<file path="config.mk">
export PLATFORM = sky130hd
export DESIGN_NAME = gem_cell
export DESIGN_NICKNAME = d
export VERILOG_FILES = /design/src/sv/assert_macros.svh /design/src/sv/gem_pkg.sv /design/src/sv/gem_cell.sv
export SDC_FILE = /design/constraint.sdc
export NUM_CORES = 1
export LEC_CHECK = 0
export BUFFER_PORTS_ARGS = -buffer_cell sky130_fd_sc_hd__buf_2
export CORE_UTILIZATION = 50
export CTS_CLUSTER_DIAMETER = 150
export CTS_CLUSTER_SIZE = 20
export DETAILED_ROUTE_END_ITERATION = 6
export GPL_ROUTABILITY_DRIVEN = 0
export MAX_ROUTING_LAYER = met4
export PLACE_DENSITY = 0.89
export SLEW_MARGIN = 0
export SYNTH_ARGS = -nofsm -noshare
export SYNTH_HDL_FRONTEND = slang
export SYNTH_SLANG_ARGS = --single-unit
export TNS_END_PERCENT = 100
</file>
<file path="constraint.sdc">
create_clock -name clock -period 12.4 [get_ports clock]
set_clock_uncertainty 0.2 [all_clocks]
set_input_delay 1.24 -clock clock [delete_from_list [all_inputs] [get_ports clock]]
set_output_delay 1.24 -clock clock [all_outputs]
set_load 0.02 [all_outputs]
</file>
<file path="src/sv/assert_macros.svh">
// Assertion macros used by the top-level RTL. Define NO_ASSERTIONS to drop them.
`ifndef ASSERT_MACROS_SVH
`define ASSERT_MACROS_SVH

`ifndef NO_ASSERTIONS

// Same-cycle implication.
`define GEM_ASSERT_IMP(label, clk, rst, ante, cons) \
   label: assert property (@(posedge clk) disable iff (rst) (ante) |-> (cons)) \
      else $error("gem assertion failed");

// Next-cycle implication.
`define GEM_ASSERT_NXT(label, clk, rst, ante, cons) \
   label: assert property (@(posedge clk) disable iff (rst) (ante) |=> (cons)) \
      else $error("gem assertion failed");

`else

`define GEM_ASSERT_IMP(label, clk, rst, ante, cons)
`define GEM_ASSERT_NXT(label, clk, rst, ante, cons)

`endif

`endif

</file>
<file path="src/sv/gem_pkg.sv">
`default_nettype none

package gem_pkg;

   // Buffer geometry
   localparam int PENDING_DEPTH = 32;
   localparam int CNT_W = $clog2(PENDING_DEPTH + 1);

   // Field widths
   localparam int TIME_W = 32;
   localparam int GL_W   = 10;
   localparam int LIM_W  = 16;
   localparam int MIN_W  = 10;
   localparam int WARM_W = 3;
   localparam int POS_W  = 3;
   localparam int IDX_W  = 3;
   localparam int CSR_W  = 16;

   // Register indexes
   localparam logic [IDX_W-1:0] REG_RISE      = 3'd0;
   localparam logic [IDX_W-1:0] REG_FLOOR     = 3'd1;
   localparam logic [IDX_W-1:0] REG_LOOKAHEAD = 3'd2;
   localparam logic [IDX_W-1:0] REG_HOLD      = 3'd3;
   localparam logic [IDX_W-1:0] REG_WARMUP    = 3'd4;

   // Register reset values
   localparam logic [GL_W-1:0]   RISE_RST      = 10'd70;
   localparam logic [GL_W-1:0]   FLOOR_RST     = 10'd70;
   localparam logic [LIM_W-1:0]  LOOKAHEAD_RST = 16'd7200;
   localparam logic [MIN_W-1:0]  HOLD_MIN_RST  = 10'd15;
   localparam logic [WARM_W-1:0] WARMUP_RST    = 3'd3;
   localparam logic [POS_W-1:0]  POS_MAX       = 3'd7;

   // One buffered sample
   typedef struct packed {
      logic [TIME_W-1:0] smp_time;
      logic [GL_W-1:0]   smp_gl;
      logic              smp_miss;
      logic              smp_mark;
   } entry_type;

   // Scan token handed from cell to cell
   typedef struct packed {
      logic vld;
      logic closed;
      logic rise;
      logic hbreak;
   } link_type;

   // Head values broadcast to every cell during a scan
   typedef struct packed {
      logic [TIME_W-1:0] head_time;
      logic [GL_W:0]     rise_lim;
      logic [LIM_W-1:0]  lookahead;
      logic [LIM_W-1:0]  hold_secs;
   } bcast_type;

   // Per-cell control
   typedef struct packed {
      logic live;
      logic load;
      logic pop;
      logic apply;
   } cell_ctl_type;

   typedef enum logic [4:0] {
      ST_IDLE   = 5'b00001,
      ST_LOAD   = 5'b00010,
      ST_PASS   = 5'b00100,
      ST_DECIDE = 5'b01000,
      ST_FLUSH  = 5'b10000
   } state_type;

   // Signed time difference later - earlier strictly above a non-negative limit
   function automatic logic exceeds(input logic [TIME_W-1:0] later,
                                    input logic [TIME_W-1:0] earlier,
                                    input logic [LIM_W-1:0]  limit);
      logic [TIME_W:0] diff;
      diff = {1'b0, later} - {1'b0, earlier};
      return !diff[TIME_W] && (diff[TIME_W-1:0] > {{(TIME_W-LIM_W){1'b0}}, limit});
   endfunction

   // minutes * 60 as (m << 6) - (m << 2)
   function automatic logic [LIM_W-1:0] minutes_to_secs(input logic [MIN_W-1:0] m);
      logic [LIM_W-1:0] wide;
      wide = {{(LIM_W-MIN_W){1'b0}}, m};
      return (wide << 6) - (wide << 2);
   endfunction

endpackage

`default_nettype wire

</file>
<file path="src/sv/gem_cell.sv">
`default_nettype none

module gem_cell (
   input  logic                  clock,
   input  logic                  reset,
   input  gem_pkg::cell_ctl_type ctl,
   input  gem_pkg::bcast_type    bcast,
   input  gem_pkg::entry_type    ins_entry,
   input  gem_pkg::entry_type    nxt_entry,
   input  logic                  nxt_tent,
   input  gem_pkg::link_type     link_prev,
   output gem_pkg::entry_type    entry,
   output logic                  tent,
   output gem_pkg::link_type     link_out
);
   import gem_pkg::*;

   entry_type entry_ff, entry_in;
   logic      tent_ff, tent_in;
   link_type  tok_ff, tok_in;
   logic      over_la, over_hold, rise_hit;

   // Compare own sample against the broadcast head
   always_comb begin
      over_la   = exceeds(entry_ff.smp_time, bcast.head_time, bcast.lookahead);
      over_hold = exceeds(entry_ff.smp_time, bcast.head_time, bcast.hold_secs);
      rise_hit  = !entry_ff.smp_miss && ({1'b0, entry_ff.smp_gl} > bcast.rise_lim);
   end

   // Token update: rise only counts before the first look-ahead break
   always_comb begin
      tok_in = link_prev;
      if (link_prev.vld && ctl.live) begin
         tok_in.closed = link_prev.closed | over_la;
         tok_in.rise   = link_prev.rise | (!link_prev.closed && !over_la && rise_hit);
         tok_in.hbreak = link_prev.hbreak | over_hold;
      end
   end

   // Tentative mark: inside the hold with no earlier break
   always_comb begin
      tent_in = tent_ff;
      if (link_prev.vld) begin
         tent_in = !link_prev.hbreak && !over_hold;
      end
   end

   // Pop shifts headward, ORing in nxt_tent on apply; load takes ins_entry
   always_comb begin
      entry_in = entry_ff;
      if (ctl.pop) begin
         entry_in = nxt_entry;
         entry_in.smp_mark = nxt_entry.smp_mark | (ctl.apply & nxt_tent);
      end else if (ctl.load) begin
         entry_in = ins_entry;
      end
   end

   always_ff @(posedge clock) begin
      if (reset) begin
         tok_ff <= '0;
      end else begin
         tok_ff <= tok_in;
      end
   end

   always_ff @(posedge clock) begin
      entry_ff <= entry_in;
      tent_ff  <= tent_in;
   end

   assign entry    = entry_ff;
   assign tent     = tent_ff;
   assign link_out = tok_ff;

endmodule

`default_nettype wire

</file>
==> results of run 1 <==
[stage by stage]
| step | cell area (um2) | hold slack (ns) | total power [uW] |
|---|---|---|---|
| floorplan | 5380 | 0.600 | 486 |
| global placement | 6500 | 0.520 | 573 |
| detailed placement | 6500 | 0.512 | 584 |
| CTS | 6610 | 0.523 | 688 |
| global route | 6610 | 0.555 | 738 |
| finish | 6610 | 0.519 | 690 |
[cell families (layout without fill, tap and decap cells)]
logic type / after synthesis / in the layout / share of synthesized area
AOI/OAI and AO/OA: 168 / 168 / 0.217
and+or+nand+nor: 127 / 127 / 0.123
buffers and inverters: 105 / 318 / 0.0907
adders and majority gates: 75 / 75 / 0.176
DFF: 49 / 49 / 0.266
muxes: 48 / 48 / 0.0998
xor gates and xnor gates: 17 / 17 / 0.0277
[flip-flops by register name, summed over array words and instances, names as in the netlist]
name      count
entry        44
link_out      4
tent          1
[path summary, 6_finish.rpt]
kind              from           to  depth (start not counted)
min           entry[1]  link_out[1]                          4
max reg2reg  entry[15]         tent                         19
min reg2reg   entry[1]  link_out[1]                          4
max          bcast[46]         tent                         21
[area by class of cell]
cell class                 count  area, um2  area share
clock inverter                 3       33.8     0.00511
tap                          136        170      0.0258
sequential                    49       1430       0.217
clock buffer                   5       68.8      0.0104
timing repair buffer         222       1110       0.168
multi-input combinational    435       3460       0.524
inverter                      88        330      0.0500
[metal layers]
| metal | track usage | up-vias | wire (um) |
|---|---|---|---|
| li1 | - | 2576 | - |
| met2 | 0.458 | 236 | 7180 |
| met4 | 0.0863 | 0 | 371 |
| met3 | 0.0291 | 30 | 870 |
| met1 | 0.325 | 2431 | 6180 |
| met5 | - | - | 0 |
[worst max-delay path: stages]
cell	delay (ns)
buf_2	0.07
inv_1	0.04
ha_1	0.37
a21o_1	0.21
a21oi_1	0.32
a21oi_1	0.12
nor2b_1	0.20
o21ai_0	0.11
a21oi_1	0.19
xnor2_1	0.18
ha_1	0.29
a21o_1	0.17
a21o_1	0.18
a21o_1	0.18
a21o_1	0.17
a21o_1	0.16
a21o_1	0.16
a221oi_1	0.23
a31oi_1	0.12
or3_1	0.39
a21oi_1	0.14
[report_power, final]
group          switching [uW]  total [uW]  internal, uW
Sequential               10.2         211           201
Combinational             215         376           161
Clock                    60.2         102          42.2
[cells in the final DEF, fill, tap and decap left out, types with 6 or more instances in the layout]
| master | count |
|---|---|
| nand3_1 | 7 |
| nand2_1 | 31 |
| xnor2_1 | 12 |
| a21oi_1 | 46 |
| nand2b_1 | 11 |
| nand4_1 | 19 |
| inv_1 | 88 |
| ha_1 | 74 |
| buf_2 | 222 |
| nor2b_1 | 6 |
| a31oi_1 | 10 |
| a21o_1 | 22 |
| o21ai_0 | 26 |
| mux2_2 | 45 |
| nor2_1 | 24 |
| edfxtp_1 | 45 |
| nor3_1 | 6 |
==> metrics, run 1 <==
average vias per placed instance=5.62; Max Buffers Root-to-Sink=2; Setup CP Type=primary input to flip-flop; CTS resizes=0; Worst slew margin=0.327; Fillers=868; pin count of the biggest net entering global routing=47; endpoints failing setup=0; most common cell in the netlist=inv_1; Detailed Routing Iterations Pass 1=5; P_leak=about 0.0034 uW; Slew Limit Fails=0; Critical Path RT=about 12 ns; hold_buf cts=0; endpoints failing hold=0; Seq/Total Area, Yosys=0.266; Max VDD drop=0.0805 mV; status=finished, final reports clean; Clock Latency Late Sink=0.30 ns; Root Buffer=clkbuf_8; final non-filler cell total=938; crit path launch type=primary input; yosys warns=0; Distinct cells, synth=63; largest area contributor in the netlist=edfxtp_1; Yosys top cell area share=0.251; Clock Pin Slew Worst Setup and Hold Paths=approximately 0.1 ns; fin crit period=~5.3 ns; Post-Syn Instances=589; syn nets=around 840; GR Overflow Total=0; Synth async-reset ratio=0; DRC viols=0; number of port buffers=222; Die Span Y=106 um; Die W=approximately 110 um; Post-Place Cells=930; CTS sink cnt=49; Hold Path Class=flip-flop to flip-flop; first-pass GRT wire length=23200 um; # Max-Cap Violations=0; dpl ws=6.86 ns; Worst Path Arrival=5.23 ns; Synth top cells by count=inv_1 (88), ha_1 (74), a21oi_1 (46); synthesized flop and latch total=49; Final Core Density=0.637; Core Region=10400 um2; Fin Setup TNS=0 ns; CTS tree=built; period utilization=0.424; antenna viol nets, final=0; Starting DRT DRC Count=479; # Post-CTS Setup Buffers=0; Slew @ Worst Pin=just over 1 ns; I/O pin cnt=223; initial antenna violation count=0; CTS Buf Count=5; Max Fclk=~190 MHz; # diodes=0; Synth Area per Inst=9.13 um2; Nets=1050; Critical Path Sink Type=flip-flop; Synth Cell Area=between 5000 and 6000 um2; worst-path maximum fanout=5; layout cells sized above 1=0.367; Final WS setup=7.14 ns; RSZ-0062 raised after global routing=false; DPL Wire Length=12400 um; via count=5273; H-tree depth=2; Total GRT Usage=0.266; power per cell area=104 nW/um2; floorplan row count=37; EDFF count, synth=45; die area=11200 um2; Initial Util=0.519; ranking of synthesized cells by area=edfxtp_1 (25%), ha_1 (17%), mux2_2 (9.4%); vias in the first global route=5132; total wire length=14600 um; FF-to-FF setup slack=7.75 ns; drt wl/cell=15.6 um; Synth Flop Type=edfxtp_1; Area Overhead vs Synth=22.8%
No activity file was read; power rests on OpenSTA's default activity.
==> run 2, diff against run 1 <==
--- a/config.mk
+++ b/config.mk
@@ -6,13 +6,13 @@
 export NUM_CORES = 1
 export LEC_CHECK = 0
 export BUFFER_PORTS_ARGS = -buffer_cell sky130_fd_sc_hd__buf_2
-export CORE_UTILIZATION = 50
+export CORE_UTILIZATION = 45
 export CTS_CLUSTER_DIAMETER = 150
 export CTS_CLUSTER_SIZE = 20
 export DETAILED_ROUTE_END_ITERATION = 6
 export GPL_ROUTABILITY_DRIVEN = 0
 export MAX_ROUTING_LAYER = met4
-export PLACE_DENSITY = 0.89
+export PLACE_DENSITY = 0.85
 export SLEW_MARGIN = 0
 export SYNTH_ARGS = -nofsm -noshare
 export SYNTH_HDL_FRONTEND = slang
==> constraint.sdc (replaced) <==
create_clock -name clock -period 4.6 [get_ports clock]
set_clock_uncertainty 0.2 [all_clocks]
set_input_delay 0.46 -clock clock [delete_from_list [all_inputs] [get_ports clock]]
set_output_delay 0.46 -clock clock [all_outputs]
set_load 0.02 [all_outputs]
==> run 2 against run 1 <==
The run now ends with design-rule violations left. Design area rose by 1.9%. Sequential share of layout area fell by 0.41 points. Via count decreased by 0.49%. Count of clock-buffer cells in the layout is the same. Final cell count increased by 1.4%. Clock power grew to 3.8 times the previous value. Non-clock buffer count up 6. Die area is 11% higher. First-iteration DRC count down 7.1%. Utilization down 5.2 points. Sequential power grew to 2.7 times the previous value. Wire length fell by 1.4%.
==> metrics, run 2 (same netlist as run 1, synthesis figures left out) <==
crit path launch type=flip-flop (was primary input); Starting DRT DRC Count=445 (was 479); die area=12400 um2 (was 11200 um2); CTS sink cnt=49 (unchanged); Slew @ Worst Pin=1.01 ns (about the same); Clock Latency Late Sink=0.29 ns (was 0.30 ns); I/O pin cnt=223 (unchanged); total wire length=14400 um (was 14600 um); Detailed Routing Iterations Pass 1=7 (was 5); Core Region=11500 um2 (was 10400 um2); slowest stage delay, CP=0.42 ns (was 0.39 ns); Nets=1056 (was 1050); Area Overhead vs Synth=25.2% (was 22.8%); most frequent cells in the layout=buf_2 (222), inv_1 (88), ha_1 (74) (was buf_2 (222), inv_1 (88), ha_1 (74), a21oi_1 (46)); Worst slew margin=0.330 (was 0.327); final instance area=6730 um2 (was 6610 um2); power per cell area=294 nW/um2 (was 104 nW/um2); Post-DP Area=6560 um2 (was 6500 um2); Critical Path RT=4.55 ns (was 12.37 ns); slowest CP cell=fa_1 (was or3_1); # diodes=0 (unchanged); Worst Path Arrival=4.42 ns (was 5.23 ns); Root Buffer=clkbuf_16 (was clkbuf_8); violated checks=design-rule violations; met3 Use GR=0.0343 (was 0.0291); Clock Pin Slew Worst Setup and Hold Paths=0.07 ns (was 0.10 ns); floorplan row count=39 (was 37); met1 Usage GRT=0.293 (was 0.325); Final Core Density=0.585 (was 0.637); antenna viol nets, final=0 (unchanged); Slew Limit Fails=0 (unchanged); worst-path maximum fanout=2 (was 5); DPL Wire Length=12200 um (was 12400 um); period utilization=0.972; vias in the first global route=5172 (was 5132); Max VDD drop=0.228 mV (was 0.0805 mV); layout cells sized above 1=0.375 (was 0.367); most common cell after layout, fill and taps aside=buf_2 (unchanged); via count=5247 (was 5273); P_leak=0.00341 uW (was 0.00336 uW); pin count of the biggest net entering global routing=47 (unchanged); status=finished with violations (was finished, final reports clean); DRC viols=14 (was 0); Critical Path Sink Type=flip-flop (unchanged); # Post-CTS Setup Buffers=0 (unchanged); cell mode on critical path=a21o_1 (unchanged); endpoints failing setup=0 (unchanged); worst path cell trace=inv_1, ha_1, fa_1, nand2b_1, a21oi_2, nand2b_1, and3_2, nor2b_1, xnor2_1, ha_1, a21o_1, a21o_1, a21o_1, a21o_1, a21o_1, a21o_1, a221oi_1, a31oi_2, or3_1, a21oi_1 (was buf_2, inv_1, ha_1, a21o_1, a21oi_1, a21oi_1, nor2b_1, o21ai_0, a21oi_1, xnor2_1, ha_1, a21o_1, a21o_1, a21o_1, a21o_1, a21o_1, a21o_1, a221oi_1, a31oi_1, or3_1, a21oi_1); CTS Buf Count=5 (unchanged); Setup CP Type=flip-flop to flip-flop (was primary input to flip-flop); first-pass GRT wire length=23400 um (was 23200 um); # Max-Cap Violations=0 (unchanged); Max Fclk=224 MHz; fin crit period=4.47 ns; Die Span Y=111 um (was 106 um); H-tree depth=2 (unchanged); number of port buffers=222 (unchanged); Fillers=1021 (was 868); endpoints failing hold=0 (unchanged); initial antenna violation count=0 (unchanged); Hold Path Class=primary input to flip-flop (was flip-flop to flip-flop); CTS tree=built (unchanged); average vias per placed instance=5.52 (was 5.62); Die W=111 um (was 106 um); drt wl/cell=15.1 um (was 15.6 um); met2 Use GR=0.397 (was 0.458); Max Buffers Root-to-Sink=2 (unchanged); Most Used Layer, Global Route=met2 (unchanged); Initial Util=0.467 (was 0.519); Largest register FFs=44 (unchanged); Total GRT Usage=0.238 (was 0.266); GR Overflow Total=0 (unchanged)
run 2: changes by cell type in the layout (fill, tap and decap cells not counted):
cell	previous run	this run
a21oi_1	46	45
a21oi_2	2	3
a31oi_1	10	9
a31oi_2	0	1
buf_4	0	6
clkbuf_16	0	5
clkbuf_8	5	0
xor2_1	5	4
xor2_2	0	1
run 2: worst paths after layout:
kind	slack (ns)	to	cells past startpoint	startpoint
max	0.13	tent	20	entry[12]
max reg2reg	0.13	tent	20	entry[12]
min reg2reg	0.54	link_out[1]	4	entry[1]
min	0.18	link_out[3]	2	reset
run 2: cell type report:
class                   count  area (um2)  share of cell area
multi-input cells         435        3480               0.517
well taps                 143         179              0.0266
clock inverters             3        33.8             0.00502
repair buffers            228        1160               0.172
inverters                  88         330              0.0491
flip-flops and latches     49        1430               0.213
clock buffers               5         125              0.0186
run 2: stage by stage:
step                      hold slack [ns]  instances  setup TNS [ns]  setup slack, ns  total power [uW]
after floorplan                     0.332        589               0            0.245              1310
after global placement              0.482        943               0            0.180              1560
after detailed placement            0.486        943               0           0.0363              1580
after CTS                           0.181        951               0            0.208              1970
after global routing                0.187        951         -0.0276          -0.0276              2120
final                               0.185        951               0            0.130              1980
run 2: per-layer routing:
metal,share of wire,vias to the layer above,wire (um)
li1,-,2598,-
met1,0.45,2363,6420
met2,0.47,248,6710
met3,0.060,38,862
met4,0.028,0,409
met5,0,-,0
run 2: repair_timing:
| item | CTS | global route |
|---|---|---|
| hold buffers | 0 | 0 |
| setup endpoints to repair | 0 | 1 |
| gates resized for setup | 0 | 3 |
| hold endpoints to repair | 0 | 0 |
run 2: worst max-delay path, delay by kind of cell (launching register included):
kind                     cells  cell delay (ns)
XOR/XNOR                     1             0.16
buffers and inverters        1             0.05
AND/OR/NAND/NOR              5             0.97
flip-flops                   1             0.34
adder cells (fa/ha/maj)      3             0.84
AO/OA/AOI/OAI               10             1.74
run 2: where the power goes:
part	internal (uW)	leakage (uW)	switching, uW	total [uW]
Clock	208	0.0000767	178	387
Sequential	543	0.000492	29.1	572
Combinational	443	0.00284	578	1020
Total	1190	0.00341	786	1980
==> run 3, diff against run 2 <==
--- a/config.mk
+++ b/config.mk
@@ -5,14 +5,14 @@
 export SDC_FILE = /design/constraint.sdc
 export NUM_CORES = 1
 export LEC_CHECK = 0
-export BUFFER_PORTS_ARGS = -buffer_cell sky130_fd_sc_hd__buf_2
-export CORE_UTILIZATION = 45
+export CORE_UTILIZATION = 50
 export CTS_CLUSTER_DIAMETER = 150
 export CTS_CLUSTER_SIZE = 20
 export DETAILED_ROUTE_END_ITERATION = 6
+export DONT_BUFFER_PORTS = 1
 export GPL_ROUTABILITY_DRIVEN = 0
 export MAX_ROUTING_LAYER = met4
-export PLACE_DENSITY = 0.85
+export PLACE_DENSITY = 0.74
 export SLEW_MARGIN = 0
 export SYNTH_ARGS = -nofsm -noshare
 export SYNTH_HDL_FRONTEND = slang
==> constraint.sdc (replaced) <==
create_clock -name clock -period 4.6 [get_ports clock]
set_clock_uncertainty 0.2 [all_clocks]
set_input_delay 0.92 -clock clock [delete_from_list [all_inputs] [get_ports clock]]
set_output_delay 0.92 -clock clock [all_outputs]
set_load 0.02 [all_outputs]
==> run 3 against run 2 <==
The flow now finishes without violations. Design area fell by 15%. Combinational power fell by 11%. Critical path depth did not move. Count of clock-buffer cells in the layout did not move. Clock power fell by 31%. Via count fell by 12%. Final cell count fell by 22%. Utilization fell by 3.2 points. Sequential share of layout area rose by 3.7 points. Global-route usage rose by 1.7 points. Wire length rose by 0.74%. Hold slack improved by 0.28 ns. Critical path type is now primary input to flip-flop. Largest power group unchanged.
==> metrics, run 3 (same netlist as run 1, synthesis figures left out) <==
status=finished, final reports clean (was finished with violations); via count=4611 (was 5247); Clock Pin Slew Worst Setup and Hold Paths=0.10 ns (was 0.07 ns); worst-path maximum fanout=2 (unchanged); hold_buf cts=0 (unchanged); antenna viol nets, final=0 (unchanged); multi-input logic area=3500 um2 (was 3480 um2); number of port buffers=0 (was 222); Net Sw Frac=0.416 (was 0.397); total wire length=14500 um (was 14400 um); Die W=106 um (was 111 um); CTS sink cnt=49 (unchanged); # Max-Cap Violations=0 (unchanged); period utilization=0.978 (was 0.972); Worst slew margin=0.318 (was 0.330); Fin Setup TNS=0 ns (unchanged); Design Power=1810 uW (was 1980 uW); slowest CP cell=or3_1 (was fa_1); Slew @ Worst Pin=1.02 ns (was 1.01 ns); pin count of the biggest net entering global routing=47 (unchanged); Clock power frac=0.148 (was 0.195); sequential share of power=0.353 (was 0.289); DRC viols=0 (was 14); Critical Path Sink Type=flip-flop (unchanged); final instance area=5730 um2 (was 6730 um2); Critical Path RT=4.58 ns (was 4.55 ns); DPL Wire Length=12100 um (was 12200 um); Clock Latency Late Sink=0.31 ns (was 0.29 ns); Hold Path Class=primary input to flip-flop (unchanged); P_leak=0.00261 uW (was 0.00341 uW); # diodes=0 (unchanged); Area Overhead vs Synth=6.49% (was 25.2%); Post-Place Cells=734 (was 943); Slew Limit Fails=0 (unchanged); endpoints failing setup=0 (unchanged); Max Buffers Root-to-Sink=2 (unchanged); power per cell area=317 nW/um2 (was 294 nW/um2); Nets=855 (was 1056); Die Span Y=106 um (was 111 um); vias in the first global route=4518 (was 5172); endpoints failing hold=0 (unchanged); Fillers=966 (was 1021); final non-filler cell total=743 (was 951); initial antenna violation count=0 (unchanged); worst path cell trace=inv_1, ha_1, nor2b_2, o2111ai_2, a21oi_1, nor2b_1, o21ai_1, a21oi_1, xnor2_1, ha_1, a21o_1, a21o_1, a21o_1, a21o_1, a21o_1, a21o_1, a221oi_2, a31oi_1, or3_1, a21oi_1 (was inv_1, ha_1, fa_1, nand2b_1, a21oi_2, nand2b_1, and3_2, nor2b_1, xnor2_1, ha_1, a21o_1, a21o_1, a21o_1, a21o_1, a21o_1, a21o_1, a221oi_1, a31oi_2, or3_1, a21oi_1); Core Region=10400 um2 (was 11500 um2); CTS Buf Count=5 (unchanged); Root Buffer=clkbuf_8 (was clkbuf_16); floorplan row count=37 (was 39); drt wl/cell=19.5 um (was 15.1 um); slowest stage delay, CP=0.41 ns (was 0.42 ns); most common cell after layout, fill and taps aside=inv_1 (was buf_2); Worst Path Arrival=4.47 ns (was 4.42 ns); Starting DRT DRC Count=340 (was 445); Max VDD drop=0.218 mV (was 0.228 mV); most frequent cells in the layout=inv_1 (88), ha_1 (73), mux2_2 (45), edfxtp_1 (45), a21oi_1 (44) (was buf_2 (222), inv_1 (88), ha_1 (74)); Power Internal=1060 uW (was 1190 uW); Detailed Routing Iterations Pass 1=5 (was 7); Post-DP Area=5610 um2 (was 6560 um2); cell mode on critical path=a21o_1 (unchanged); Total GRT Usage=0.255 (was 0.238); Initial Util=0.519 (was 0.467); average vias per placed instance=6.21 (was 5.52); die area=11200 um2 (was 12400 um2); H-tree depth=2 (unchanged); first-pass GRT wire length=22000 um (was 23400 um); Comb pwr share=0.499 (was 0.516); switching power total=755 uW (was 786 uW); GR Overflow Total=0 (unchanged); layout cells sized above 1=0.173 (was 0.375); register area=1430 um2 (unchanged); Largest register FFs=44 (unchanged); Max Fclk=222 MHz (was 224 MHz); I/O pin cnt=223 (unchanged); CTS tree=built (unchanged); fin crit period=4.50 ns (was 4.47 ns); crit path launch type=primary input (was flip-flop); Setup CP Type=primary input to flip-flop (was flip-flop to flip-flop)
-- run 3: changes by cell type in the layout (fill, tap and decap cells not counted), moves of 5 or more --
cell       delta
buf_2       -222
buf_4        +21
clkbuf_16     -5
clkbuf_8      +5
-- run 3: final cells by class --
cell class | count | area share
Multi-Input combinational cell | 435 | 0.611
Sequential cell | 49 | 0.250
Inverter | 88 | 0.0577
Timing Repair Buffer | 27 | 0.0354
Tap cell | 136 | 0.0297
Clock buffer | 5 | 0.0120
Clock inverter | 3 | 0.00437
-- run 3: metal layers --
layer / up-vias / GRT usage / wire length (um)
met1: 2133 / 0.305 / 5980
met3: 37 / 0.0513 / 1170
met2: 250 / 0.427 / 6940
met4: 0 / 0.0863 / 420
li1: 2191 / - / -
met5: - / - / 0
-- run 3: worst max-delay path: cells and delay by family --
family	cells	cell delay, ns
simple gates	3	0.76
fa+ha+maj	2	0.56
xor+xnor	1	0.18
buf+inv	1	0.02
compound gates	13	2.01
-- run 3: stage by stage --
step,utilization,hold slack [ns],setup WS (ns)
finish,0.552,0.460,0.102
global route,0.552,0.443,-0.0462
CTS,0.550,0.451,0.0754
detailed placement,0.541,0.677,-0.239
global placement,0.541,0.672,-0.0843
floorplan,-,0.600,0.00416
-- run 3: what timing repair did --
item,CTS,global route
resized for setup,0,2
setup endpoints to repair,0,2
setup buffers,0,1
-- run 3: final timing paths --
| kind | slack [ns] | depth (start not counted) | start | endpoint |
|---|---|---|---|---|
| worst max-delay path | 0.10 | 20 | bcast[44] | tent |
| worst min-delay path | 0.46 | 1 | reset | link_out[3] |
| worst max register to register | 0.23 | 19 | entry[13] | tent |
| worst min register to register | 0.70 | 4 | entry[1] | link_out[1] |
-- run 3: power by group through the flow --
stage / registers (uW) / logic [uW] / clock network, uW
floorplan: 636 / 683 / 0
global placement: 650 / 842 / 0
detailed placement: 651 / 878 / 0
CTS: 641 / 883 / 273
global route: 645 / 994 / 287
finish: 640 / 905 / 268
